### config.mk
export PLATFORM = sky130hd
export DESIGN_NAME = dsp_sample_rate_time_constant_core
export DESIGN_NICKNAME = d
export VERILOG_FILES = /design/src/dsrt_pkg.sv /design/src/dsp_sample_rate_time_constant_core.sv /design/src/dsrt_div.sv
export SDC_FILE = /design/constraint.sdc
export NUM_CORES = 2
export LEC_CHECK = 0
export BUFFER_PORTS_ARGS = -buffer_cell sky130_fd_sc_hd__buf_2
export CAP_MARGIN = 20
export CELL_PAD_IN_SITES_DETAIL_PLACEMENT = 2
export CELL_PAD_IN_SITES_GLOBAL_PLACEMENT = 2
export CORE_MARGIN = 8
export CORE_UTILIZATION = 35
export CTS_BUF_LIST = sky130_fd_sc_hd__clkbuf_16
export DETAILED_ROUTE_END_ITERATION = 7
export PLACE_DENSITY = 0.7
export SYNTH_ARGS = -nofsm -noshare
export SYNTH_HDL_FRONTEND = slang
export SYNTH_SLANG_ARGS = --single-unit
### constraint.sdc
create_clock -name clk -period 18.7 [get_ports clk]
set_input_delay 3.74 -clock clk [delete_from_list [all_inputs] [get_ports clk]]
set_output_delay 3.74 -clock clk [all_outputs]
set_load 0.05 [all_outputs]
### src/dsrt_pkg.sv
// ----------------------------------------------------------------------------
// dsrt_pkg
// constants, widths and command codes for the sample rate time constant core
// ----------------------------------------------------------------------------
package dsrt_pkg;

  localparam int REQ_W   = 20;
  localparam int RATE_W  = 16;
  localparam int SRATE_W = 17;
  localparam int ACT_W   = 17;
  localparam int VER_W   = 16;
  localparam int CFG_W   = 16;

  localparam int NUM1_W  = 28;
  localparam int QUO1_W  = 14;
  localparam int NUM2_W  = 20;
  localparam int DEN2_W  = 9;
  localparam int QUO2_W  = 17;

  localparam logic [0:0] REG_SIXTEEN = 1'd0;
  localparam logic [0:0] REG_VERSION = 1'd1;

  localparam logic [7:0] CMD_TCONST   = 8'h40;
  localparam logic [7:0] CMD_RATE_PLAY = 8'h41;
  localparam logic [7:0] CMD_RATE_REC = 8'h42;

  localparam logic [REQ_W-1:0] DIRECT_MIN = REQ_W'(5000);
  localparam logic [REQ_W-1:0] DIRECT_MAX = REQ_W'(45000);
  localparam logic [REQ_W-1:0] OLD_MIN    = REQ_W'(4000);
  localparam logic [REQ_W-1:0] OLD_MAX    = REQ_W'(45000);
  localparam logic [REQ_W-1:0] LOW_PLAY_MAX = REQ_W'(22050);
  localparam logic [REQ_W-1:0] LOW_REC_MAX  = REQ_W'(13000);
  localparam logic [REQ_W-1:0] MID_REC_MAX  = REQ_W'(15000);

  localparam logic [VER_W-1:0] VER_LOW   = 16'h0200;
  localparam logic [VER_W-1:0] VER_PRO   = 16'h0300;
  localparam logic [VER_W-1:0] VER_RESET = 16'h0201;

  localparam logic [SRATE_W-1:0] HS_THRESHOLD = SRATE_W'(22050);
  localparam logic [NUM1_W-1:0]  HS_CLOCK = NUM1_W'(256000000);
  localparam logic [NUM1_W-1:0]  LS_CLOCK = NUM1_W'(1000000);
  localparam logic [NUM2_W-1:0]  BACK_CLOCK = NUM2_W'(1000000);

  typedef struct packed {
    logic              direct;
    logic              play;
    logic              stereo;
    logic              hs;
    logic [RATE_W-1:0] drate;
  } side1_t;

  typedef struct packed {
    side1_t     s;
    logic [7:0] tc;
  } side2_t;

endpackage

### src/dsp_sample_rate_time_constant_core.sv
// ----------------------------------------------------------------------------
// dsp_sample_rate_time_constant_core
// turns a requested sample rate into dsp command bytes and the realised rate
// ----------------------------------------------------------------------------
//  channel | direction | handshake          | content
//  in_     | input     | in_valid/in_stall   | requested_rate, playback, stereo
//  out_    | output    | out_valid/out_stall | actual_rate, command and args
//  cfg_    | input     | cfg_we              | is_sixteen_bit_card, board_version
//
//  one transaction per cycle while no stall holds the pipeline; stages: input
//  stage, 14 divider stages, two stages forming the time constant, 17 divider
//  stages, output stage; the two dividers resolve one quotient bit per stage
//  synchronous reset clears valid bits and the sixteen-bit flag, and sets the board version to 0x0201
//  a stall holds each full stage whose next stage is held; empty stages keep filling behind it
module dsp_sample_rate_time_constant_core (
  input  logic                       clk,
  input  logic                       rst_n,
  input  logic                       in_valid,
  output logic                       in_stall,
  input  logic [dsrt_pkg::REQ_W-1:0] in_requested_rate,
  input  logic                       in_playback,
  input  logic                       in_stereo,
  output logic                       out_valid,
  input  logic                       out_stall,
  output logic [dsrt_pkg::ACT_W-1:0] out_actual_rate,
  output logic [7:0]                 out_dsp_command,
  output logic [7:0]                 out_arg_high,
  output logic [7:0]                 out_arg_low,
  output logic [1:0]                 out_arg_count,
  output logic                       out_high_speed,
  input  logic                       cfg_we,
  input  logic [0:0]                 cfg_index,
  input  logic [dsrt_pkg::CFG_W-1:0] cfg_wdata
);

  localparam int SW1 = $bits(dsrt_pkg::side1_t);
  localparam int SW2 = $bits(dsrt_pkg::side2_t);

  logic                       sixteen_r;
  logic [dsrt_pkg::VER_W-1:0] version_r;

  always_ff @(posedge clk) begin
    if (!rst_n) begin
      sixteen_r <= 1'b0;
      version_r <= dsrt_pkg::VER_RESET;
    end else if (cfg_we) begin
      unique case (cfg_index)
        dsrt_pkg::REG_SIXTEEN: sixteen_r <= cfg_wdata[0];
        dsrt_pkg::REG_VERSION: version_r <= cfg_wdata;
        default: ;
      endcase
    end
  end

  // input stage: limits, stereo doubling, first numerator
  logic [dsrt_pkg::REQ_W-1:0]   maxr, drate_w, orate_w;
  logic [dsrt_pkg::SRATE_W-1:0] srate;
  logic                         hs_w;
  logic [dsrt_pkg::NUM1_W-1:0]  num1_nxt;
  dsrt_pkg::side1_t             side1_nxt;

  always_comb begin
    maxr = dsrt_pkg::OLD_MAX;
    if (version_r <= dsrt_pkg::VER_LOW) begin
      maxr = dsrt_pkg::LOW_PLAY_MAX;
    end
    if (!in_playback) begin
      if (version_r <= dsrt_pkg::VER_LOW) begin
        maxr = dsrt_pkg::LOW_REC_MAX;
      end else if (version_r < dsrt_pkg::VER_PRO) begin
        maxr = dsrt_pkg::MID_REC_MAX;
      end
    end
    priority if (in_requested_rate < dsrt_pkg::DIRECT_MIN) drate_w = dsrt_pkg::DIRECT_MIN;
    else if (in_requested_rate > dsrt_pkg::DIRECT_MAX) drate_w = dsrt_pkg::DIRECT_MAX;
    else drate_w = in_requested_rate;
    priority if (in_requested_rate < dsrt_pkg::OLD_MIN) orate_w = dsrt_pkg::OLD_MIN;
    else if (in_requested_rate > maxr) orate_w = maxr;
    else orate_w = in_requested_rate;
    srate = in_stereo ? {orate_w[dsrt_pkg::RATE_W-1:0], 1'b0}
                      : {1'b0, orate_w[dsrt_pkg::RATE_W-1:0]};
    hs_w = srate > dsrt_pkg::HS_THRESHOLD;
    num1_nxt = (hs_w ? dsrt_pkg::HS_CLOCK : dsrt_pkg::LS_CLOCK)
               + dsrt_pkg::NUM1_W'(srate >> 1);
    side1_nxt.direct = sixteen_r;
    side1_nxt.play   = in_playback;
    side1_nxt.stereo = in_stereo;
    side1_nxt.hs     = hs_w;
    side1_nxt.drate  = drate_w[dsrt_pkg::RATE_W-1:0];
  end

  logic                         a_v_r, a_rdy;
  logic [dsrt_pkg::NUM1_W-1:0]  a_num_r;
  logic [dsrt_pkg::SRATE_W-1:0] a_den_r;
  dsrt_pkg::side1_t             a_side_r;
  logic                         d1_in_ready;

  assign a_rdy    = !a_v_r || d1_in_ready;
  assign in_stall = !a_rdy;

  always_ff @(posedge clk) begin
    if (!rst_n) begin
      a_v_r <= 1'b0;
    end else if (a_rdy) begin
      a_v_r <= in_valid;
    end
  end

  always_ff @(posedge clk) begin
    if (a_rdy) begin
      a_num_r  <= num1_nxt;
      a_den_r  <= srate;
      a_side_r <= side1_nxt;
    end
  end

  logic                        d1_v, m1_rdy;
  logic [dsrt_pkg::QUO1_W-1:0] d1_q;
  logic [SW1-1:0]              d1_side;

  dsrt_div #(
    .NW(dsrt_pkg::NUM1_W), .DW(dsrt_pkg::SRATE_W), .QW(dsrt_pkg::QUO1_W), .SW(SW1)
  ) u_div1 (
    .clk(clk), .rst_n(rst_n),
    .in_valid(a_v_r), .in_ready(d1_in_ready),
    .in_num(a_num_r), .in_den(a_den_r), .in_side(a_side_r),
    .out_valid(d1_v), .out_ready(m1_rdy),
    .out_quo(d1_q), .out_side(d1_side)
  );

  // time constant and back divisor
  dsrt_pkg::side1_t            s1;
  logic [15:0]                 negq;
  dsrt_pkg::side2_t            side2_nxt;
  logic [dsrt_pkg::DEN2_W-1:0] d_nxt;

  always_comb begin
    s1 = dsrt_pkg::side1_t'(d1_side);
    negq = 16'd0 - 16'(d1_q);
    side2_nxt.s  = s1;
    side2_nxt.tc = s1.hs ? negq[15:8] : negq[7:0];
    d_nxt = dsrt_pkg::DEN2_W'(256) - dsrt_pkg::DEN2_W'(side2_nxt.tc);
  end

  logic                        m1_v_r, m2_v_r, m2_rdy, d2_in_ready;
  logic [dsrt_pkg::DEN2_W-1:0] m1_d_r, m2_d_r;
  dsrt_pkg::side2_t            m1_side_r, m2_side_r;
  logic [dsrt_pkg::NUM2_W-1:0] m2_num_r;

  assign m1_rdy = !m1_v_r || m2_rdy;
  assign m2_rdy = !m2_v_r || d2_in_ready;

  always_ff @(posedge clk) begin
    if (!rst_n) begin
      m1_v_r <= 1'b0;
      m2_v_r <= 1'b0;
    end else begin
      if (m1_rdy) m1_v_r <= d1_v;
      if (m2_rdy) m2_v_r <= m1_v_r;
    end
  end

  always_ff @(posedge clk) begin
    if (m1_rdy) begin
      m1_d_r    <= d_nxt;
      m1_side_r <= side2_nxt;
    end
    if (m2_rdy) begin
      m2_d_r    <= m1_d_r;
      m2_num_r  <= dsrt_pkg::BACK_CLOCK + dsrt_pkg::NUM2_W'(m1_d_r >> 1);
      m2_side_r <= m1_side_r;
    end
  end

  logic                        d2_v, o_rdy;
  logic [dsrt_pkg::QUO2_W-1:0] d2_q;
  logic [SW2-1:0]              d2_side;

  dsrt_div #(
    .NW(dsrt_pkg::NUM2_W), .DW(dsrt_pkg::DEN2_W), .QW(dsrt_pkg::QUO2_W), .SW(SW2)
  ) u_div2 (
    .clk(clk), .rst_n(rst_n),
    .in_valid(m2_v_r), .in_ready(d2_in_ready),
    .in_num(m2_num_r), .in_den(m2_d_r), .in_side(m2_side_r),
    .out_valid(d2_v), .out_ready(o_rdy),
    .out_quo(d2_q), .out_side(d2_side)
  );

  // output stage
  dsrt_pkg::side2_t           s2;
  logic [dsrt_pkg::ACT_W-1:0] rate_nxt;
  logic [7:0]                 cmd_nxt, ahi_nxt, alo_nxt;
  logic [1:0]                 cnt_nxt;
  logic                       hs_nxt;

  always_comb begin
    s2 = dsrt_pkg::side2_t'(d2_side);
    if (s2.s.direct) begin
      rate_nxt = dsrt_pkg::ACT_W'(s2.s.drate);
      cmd_nxt  = s2.s.play ? dsrt_pkg::CMD_RATE_PLAY : dsrt_pkg::CMD_RATE_REC;
      ahi_nxt  = s2.s.drate[15:8];
      alo_nxt  = s2.s.drate[7:0];
      cnt_nxt  = 2'd2;
      hs_nxt   = 1'b0;
    end else begin
      rate_nxt = s2.s.stereo ? (d2_q >> 1) : d2_q;
      cmd_nxt  = dsrt_pkg::CMD_TCONST;
      ahi_nxt  = 8'd0;
      alo_nxt  = s2.tc;
      cnt_nxt  = 2'd1;
      hs_nxt   = s2.s.hs;
    end
  end

  logic                       o_v_r;
  logic [dsrt_pkg::ACT_W-1:0] o_rate_r;
  logic [7:0]                 o_cmd_r, o_ahi_r, o_alo_r;
  logic [1:0]                 o_cnt_r;
  logic                       o_hs_r;

  assign o_rdy = !o_v_r || !out_stall;

  always_ff @(posedge clk) begin
    if (!rst_n) begin
      o_v_r <= 1'b0;
    end else if (o_rdy) begin
      o_v_r <= d2_v;
    end
  end

  always_ff @(posedge clk) begin
    if (o_rdy) begin
      o_rate_r <= rate_nxt;
      o_cmd_r  <= cmd_nxt;
      o_ahi_r  <= ahi_nxt;
      o_alo_r  <= alo_nxt;
      o_cnt_r  <= cnt_nxt;
      o_hs_r   <= hs_nxt;
    end
  end

  assign out_valid       = o_v_r;
  assign out_actual_rate = o_rate_r;
  assign out_dsp_command = o_cmd_r;
  assign out_arg_high    = o_ahi_r;
  assign out_arg_low     = o_alo_r;
  assign out_arg_count   = o_cnt_r;
  assign out_high_speed  = o_hs_r;

endmodule

### src/dsrt_div.sv
// ----------------------------------------------------------------------------
// dsrt_div
// pipelined restoring divider, one quotient bit per stage, with sideband
// ----------------------------------------------------------------------------
module dsrt_div #(
  parameter int NW = 28,
  parameter int DW = 17,
  parameter int QW = 14,
  parameter int SW = 20
) (
  input  logic          clk,
  input  logic          rst_n,
  input  logic          in_valid,
  output logic          in_ready,
  input  logic [NW-1:0] in_num,
  input  logic [DW-1:0] in_den,
  input  logic [SW-1:0] in_side,
  output logic          out_valid,
  input  logic          out_ready,
  output logic [QW-1:0] out_quo,
  output logic [SW-1:0] out_side
);

  localparam int TW = (NW > DW + QW) ? NW : DW + QW;

  logic          v_r    [QW];
  logic [NW-1:0] rem_r  [QW];
  logic [DW-1:0] den_r  [QW];
  logic [QW-1:0] quo_r  [QW];
  logic [SW-1:0] side_r [QW];
  logic [QW:0]   rdy;

  assign rdy[QW] = out_ready;

  for (genvar k = 0; k < QW; k++) begin : g_stage
    logic          vin;
    logic [NW-1:0] rin;
    logic [DW-1:0] din;
    logic [QW-1:0] qin;
    logic [SW-1:0] sin;
    logic [TW-1:0] trial;
    logic [TW-1:0] rext;
    logic          take;

    if (k == 0) begin : g_first
      assign vin = in_valid;
      assign rin = in_num;
      assign din = in_den;
      assign qin = '0;
      assign sin = in_side;
    end else begin : g_next
      assign vin = v_r[k-1];
      assign rin = rem_r[k-1];
      assign din = den_r[k-1];
      assign qin = quo_r[k-1];
      assign sin = side_r[k-1];
    end

    assign trial = TW'(din) << (QW - 1 - k);
    assign rext  = TW'(rin);
    assign take  = rext >= trial;
    assign rdy[k] = !v_r[k] || rdy[k+1];

    always_ff @(posedge clk) begin
      if (!rst_n) begin
        v_r[k] <= 1'b0;
      end else if (rdy[k]) begin
        v_r[k] <= vin;
      end
    end

    always_ff @(posedge clk) begin
      if (rdy[k]) begin
        rem_r[k]  <= take ? NW'(rext - trial) : rin;
        den_r[k]  <= din;
        quo_r[k]  <= qin | (QW'(take) << (QW - 1 - k));
        side_r[k] <= sin;
      end
    end
  end

  assign in_ready  = rdy[0];
  assign out_valid = v_r[QW-1];
  assign out_quo   = quo_r[QW-1];
  assign out_side  = side_r[QW-1];

endmodule

---- Yosys cells after proc, flatten, opt, wreduce, memory -nomap -nowiden ----
Memory sizes are Yosys's and may differ from the RTL's.
Cells that the tools add are included.
storage, ports and cells
  memories kept ........................... 10
  bits in latches ......................... 0
  RAM bits ................................ 2395
  logic and storage cells ................. 458
  ROM bits ................................ 0
  output and inout port bits .............. 46
  register bits ........................... 224
memories
  memory         words  width  read ports  clocked after Yosys merged registers in  wr ports  line            text
  u_div2.side_r  17     28     17          0                                        17        dsrt_div.sv:30  logic [SW-1:0] side_r [QW];
  u_div1.rem_r   14     28     13          0                                        14        dsrt_div.sv:27  logic [NW-1:0] rem_r [QW];
  u_div2.rem_r   17     20     16          0                                        17        dsrt_div.sv:27
  u_div2.quo_r   17     17     17          0                                        17        dsrt_div.sv:29  logic [QW-1:0] quo_r [QW];
  u_div1.side_r  14     20     14          0                                        14        dsrt_div.sv:30
  u_div1.den_r   14     17     13          0                                        14        dsrt_div.sv:28  logic [DW-1:0] den_r [QW];
  +4 memories    --     --     --          --                                       --        --
cells by class
  $lt $le $gt $ge ......................... 38
  multipliers ............................. 0
  shift-type cells ........................ 0
  mux-type cells .......................... 202
  div/mod/pow operators ................... 0
  reduce and logical (&&, ||, !) cells .... 76
  bitwise operators ....................... 61
  add/sub/neg operators ................... 35
  eq/ne operators ......................... 0
operators by type and width
  kind                number
  $mux W28            15
  $mux W20            20
  $mux W1             156
  $sub A20 B20 Y20    6
  $mux W16            6
  $sub A28 B28 Y28    3
  $logic_not A1 Y1    37
  $logic_or A1 B1 Y1  35
  $or A1 B1 Y1        31
  $ge A28 B30 Y1      1
  $ge A28 B29 Y1      1
  $add A28 B16 Y28    1
  $ge A28 B17 Y1      1
  $ge A28 B18 Y1      1
  $ge A28 B19 Y1      1
  $ge A28 B20 Y1      1
  $ge A28 B21 Y1      1
  $ge A28 B22 Y1      1
  $ge A28 B23 Y1      1
  $ge A28 B24 Y1      1
  $ge A28 B25 Y1      1
  $ge A28 B26 Y1      1
  $ge A28 B27 Y1      1
  $ge A28 B28 Y1      1
  other kinds (84)    88

---- Longest topological paths before layout ----
  depth after elaboration ................. 39
  gate-level depth with buffers ........... 25
  gate-level depth less buffers ........... 23

---- Cells and area by module ----
From an unflattened synthesis, not the netlist that was laid out.
second synthesis, totals
  cells, all modules ...................... 6422
  area total of the unflattened synthesis .. 95673.0 um^2
by module, submodules not included
  module                              cells an instance  seq. area each (um^2)  instances  area an instance (um^2)
  dsrt_div at u_div1                  3290               29538.3                1          44717.9
  dsrt_div at u_div2                  2476               33322.0                1          42609.6
  dsp_sample_rate_time_constant_core  656                5375.2                 1          8345.5

---- Worst setup path before layout ----
OpenSTA, ideal clock, no wires.
  kind .................................... input-to-output
  start ................................... in out_stall
  end ..................................... out in_stall
  arrival ................................. 8.341 ns
  cell stages on the path ................. 10
  required time ........................... 14.960 ns
  setup slack ............................. 6.619 ns
  path buffers ............................ 0
  cell sequence ........................... nand2_1 nor3_2 and4_1 and2_1 inv_1 nor4_1 and3_1 and3_1 nand2_1 inv_2
between the ends
  word-level cells in the longest chain between the ends .. 37
ends and longest elaborated chain
  element                           line                                       text
  start: declaration                dsp_sample_rate_time_constant_core.sv:24   input logic out_stall,
  $logic_not A1 Y1                  dsp_sample_rate_time_constant_core.sv:221  assign o_rdy = !o_v_r || !out_stall;
  $logic_or A1 B1 Y1                dsp_sample_rate_time_constant_core.sv:221
  $logic_or A1 B1 Y1 (17 in a row)  dsrt_div.sv:62                             assign rdy[k] = !v_r[k] || rdy[k+1];
  $logic_or A1 B1 Y1                dsp_sample_rate_time_constant_core.sv:151  assign m2_rdy = !m2_v_r || d2_in_ready;
  $logic_or A1 B1 Y1                dsp_sample_rate_time_constant_core.sv:150  assign m1_rdy = !m1_v_r || m2_rdy;
  via m1_rdy                        dsp_sample_rate_time_constant_core.sv:117  logic d1_v, m1_rdy;
  $logic_or A1 B1 Y1 (14 in a row)  dsrt_div.sv:62
  $logic_or A1 B1 Y1                dsp_sample_rate_time_constant_core.sv:98   assign a_rdy = !a_v_r || d1_in_ready;
  $logic_not A1 Y1                  dsp_sample_rate_time_constant_core.sv:99   assign in_stall = !a_rdy;
  end: declaration                  dsp_sample_rate_time_constant_core.sv:19   output logic in_stall,
The timed path passes the listed nets, and every way through them passes these cells.

---- Worst setup path after layout ----
  start ................................... in out_stall
  end ..................................... out in_stall
between the ends
  word-level cells in the longest chain between the ends .. 37
ends and longest elaborated chain
  element                           line                                       text
  $logic_not A1 Y1                  dsp_sample_rate_time_constant_core.sv:221
  $logic_or A1 B1 Y1                dsp_sample_rate_time_constant_core.sv:221
  via o_rdy                         dsp_sample_rate_time_constant_core.sv:175  logic d2_v, o_rdy;
  $logic_or A1 B1 Y1 (17 in a row)  dsrt_div.sv:62
  $logic_or A1 B1 Y1                dsp_sample_rate_time_constant_core.sv:151
  $logic_or A1 B1 Y1                dsp_sample_rate_time_constant_core.sv:150
  via m1_rdy                        dsp_sample_rate_time_constant_core.sv:117
  $logic_or A1 B1 Y1 (14 in a row)  dsrt_div.sv:62
  $logic_or A1 B1 Y1                dsp_sample_rate_time_constant_core.sv:98
  $logic_not A1 Y1                  dsp_sample_rate_time_constant_core.sv:99
The timed path passes the listed nets, and every way through them passes these cells.

==> impl_metrics.csv <==
group,metric,value,unit
global_routing,grt_pass1_wl,373500,um
routing,detail-route-antenna-nets,0,
yosys,synth.largest_area_cell,"edfxtp_1",
layout,nets,6766,
global_routing,globalRouteTotalUtil,18.06,%
timing,setup_ws,6.453,ns
placement,numPortBuffers,83,
worst_setup_path,rr_startpoint,"version_r[14]",
pwr,ir_drop,0.09535,mV
outcome,status,"finished, final reports clean",
clocking,post_cts_buffers,0,
clocking,cts_buffers,221,
clocking,cts_buffer_depth,3,
timing,tightest_slew,1.149,ns
yosys,yosysSeqAreaShare,71.01,%
worst_setup_path,slowest_stage,"nor3_2",
layout,regArea,0.06259,mm2
routing,detail_route.iter0.violations,2757,
timing,fin_tns_setup,0,ns
timing,whs,0.4090,ns
worst_setup_path,path_common_cell,"buf_4",
yosys,synthTopCellsByArea,"edfxtp_1, ha_1, inv_1",
yosys,async_flop_share,0,%
layout,multiInputGateArea,0.02318,mm2
yosys,yosysMostFrequentCell,"edfxtp_1",
floorplanning,initial_utilization,35.13,%
worst_setup_path,startpoint,"out_stall",
timing,max_freq,81.65,MHz
routing,drc,0,
global_routing,grt_max_degree,77,
layout,fillers,24970,
routing,via_per_inst,5.084,
worst_setup_path,end_kind,"output port",
clocking,numClockSinks,2092,
timing,period_needed,12.25,ns
floorplanning,rows,184,
yosys,synthFlopType,"edfxtp_1",
layout,drive_above_1_share,9.803,%
worst_setup_path,reg2reg_slack,12.55,ns
worst_setup_path,cp_cell_sequence,"buf_2 > nand2_2 > nor3_2 > and4_1 > and2_1 > inv_1 > buf_4 > nor4_1 > buf_4 > and3_1 > and3_1 > nand2_2 > buf_4 > inv_2 > buf_2",
placement,place_hpwl,179100,um
yosys,avgSynthCellArea,14.59,um2
pwr,cellPowerDensity,174.1,mW/mm2
worst_setup_path,critPathArrivalTime,8.51,ns
routing,vias,50080,
floorplanning,dieArea,0.2682,mm2
global_routing,grt_pass1_vias,57670,
worst_setup_path,startpoint_type,"input pin",
clocking,htreeDepth,4,
yosys,synthesis.area,0.08815,mm2
routing,wire_per_inst,25.35,um
floorplanning,die_h,517.8,um
clocking,clk_pin_slew_worst_paths,0.07,ns
timing,clock_skew,0.05496,ns
worst_setup_path,worstPathRequired,14.96,ns
yosys,synth_top_area_share,70.48,%
clocking,tritoncts,"yes",
yosys,ys_ff_latch,2092,
layout,area_growth,13.66,%
global_routing,grt_overflow_total,0,
pwr,total_power,17440,uW
hold_path,hold_path_class,"register to register",
timing,slew_viol_final,0,
clocking,root_buffer,"clkbuf_16",
floorplanning,io_pins,90,
worst_setup_path,slowest_delay,0.94,ns
placement,dp_slack,6.426,ns
floorplanning,coreArea,0.2509,mm2
job,drv_cap,0,
yosys,synth_warnings,0,
timing,slew-limit-headroom,23.12,%
routing,first_pass_iters,5,
pwr,leakage,0.03832,uW
clocking,cts_resized,0,
global_routing,antenna_found_initial,2,
worst_setup_path,crit_path_end,"in_stall",
timing,period_share,65.49,%
worst_setup_path,reg2regPathDepth,23,
worst_setup_path,reg2reg_to,"a_num_r[16]",
timing,finalHoldViolCount,0,
clocking,clock_latency,0.86,ns
worst_setup_path,cp_max_fo,53,
yosys,synth_edf_count,2069,
routing,wl,249700,um
clocking,cts_hold_buf,0,
timing,grt_setup_unrepaired,"false",
timing,finalSetupViolCount,0,
yosys,yosysUniqueCellTypes,98,
yosys,synth_cells,6041,
worst_setup_path,crit_type,"input pin to output port",
floorplanning,die_x,517.8,um
placement,place_congestion,0.8029,
yosys,netlist_top_cells_count,"edfxtp_1, inv_1, nand2_1",
cells in the final DEF (no fill, tap or decap), types with 66 or more instances in the layout:
master	count
nor2_1	297
clkbuf_16	223
nand3_1	72
xnor2_1	181
xor2_1	161
a21o_1	104
nor2b_1	84
a21oi_1	284
buf_2	83
inv_1	576
nand2b_1	74
nor3_1	86
o21ai_0	314
mux2_2	72
edfxtp_1	2069
and3_1	66
nand2_1	393
ha_1	379
worst max-delay path, delay by kind of cell:
kind	cells	cell delay [ns]
and+or+nand+nor	8	3.26
buffers and inverters	7	1.47
per-stage QoR:
| stage | utilization [%] | area (um2) | cells |
|---|---|---|---|
| after global placement | 36.99 | 92820 | 9427 |
| final | 39.93 | 100200 | 9850 |
| after floorplan | - | 88170 | 6047 |
| after CTS | 39.84 | 99980 | 9836 |
| after detailed placement | 37.02 | 92890 | 9430 |
| after global routing | 39.92 | 100200 | 9848 |
sequential cells by signal (all words and copies together), names as in the netlist, 14 cells and up:
name and flops:
u_div1.quo_r 105, version_r 16, out_actual_rate 17, u_div2.rem_r 211, u_div2.quo_r 153, u_div2.den_r 128, u_div2.side_r 476, u_div2.v_r 17
u_div1.v_r 14, u_div1.rem_r 301, a_side_r 19, a_den_r 17, u_div1.den_r 221, a_num_r 16, m1_side_r 27, m2_side_r 27
u_div1.side_r 280
cells by family (layout without fill, tap and decap cells):
| family | after synthesis | in the layout | synth area share, % |
|---|---|---|---|
| AOI/OAI and AO/OA | 1009 | 1009 | 7.128 |
| adders and majority gates | 407 | 407 | 6.016 |
| xor gates and xnor gates | 342 | 342 | 3.398 |
| and+or+nand+nor | 1411 | 1411 | 8.050 |
| other | 2 | 12 | 0.008520 |
| DFF | 2092 | 2092 | 71.01 |
| muxes | 121 | 121 | 1.510 |
| buffers and inverters | 657 | 1108 | 2.883 |
final cells by class:
cell class	instances	area share [%]
Antenna cell	4	0.009991
Clock buffer	223	5.570
Clock inverter	183	1.512
Inverter	560	2.104
Multi-Input combinational cell	3298	23.13
Sequential cell	2092	62.47
Tap cell	3348	4.181
Timing Repair Buffer	142	1.018
where the power goes:
group          internal [uW]  total [uW]  switching [uW]
Sequential              6800        7730             930
Clock                   2470        4370            1900
Combinational           2130        5350            3220
routing by layer:
layer / vias to the layer above / track usage (%) / wire, um
li1: 22880 / - / -
met1: 25760 / 17.83 / 87300
met2: 923 / 37.09 / 144500
met3: 513 / 2.367 / 6399
met4: 0 / 7.562 / 11580
met5: - / 0 / 0
worst min path at each step:
stage | from | endpoint | slack (ns) | cells after the start
6_report | u_div2.side_r[0][19] | u_div2.side_r[0][47] | 0.41 | 0
5_1_grt | u_div2.side_r[0][192] | u_div2.side_r[0][220] | 0.42 | 0
2_1_floorplan | u_div1.side_r[1][102] | m1_side_r[10] | 0.40 | 0
3_3_place_gp | u_div2.side_r[0][207] | u_div2.side_r[0][235] | 0.40 | 0
3_5_place_dp | u_div1.quo_r[1][25] | u_div1.quo_r[1][39] | 0.41 | 0
4_1_cts | u_div2.side_r[0][19] | u_div2.side_r[0][47] | 0.40 | 0
No activity file was read; power rests on OpenSTA's default activity.
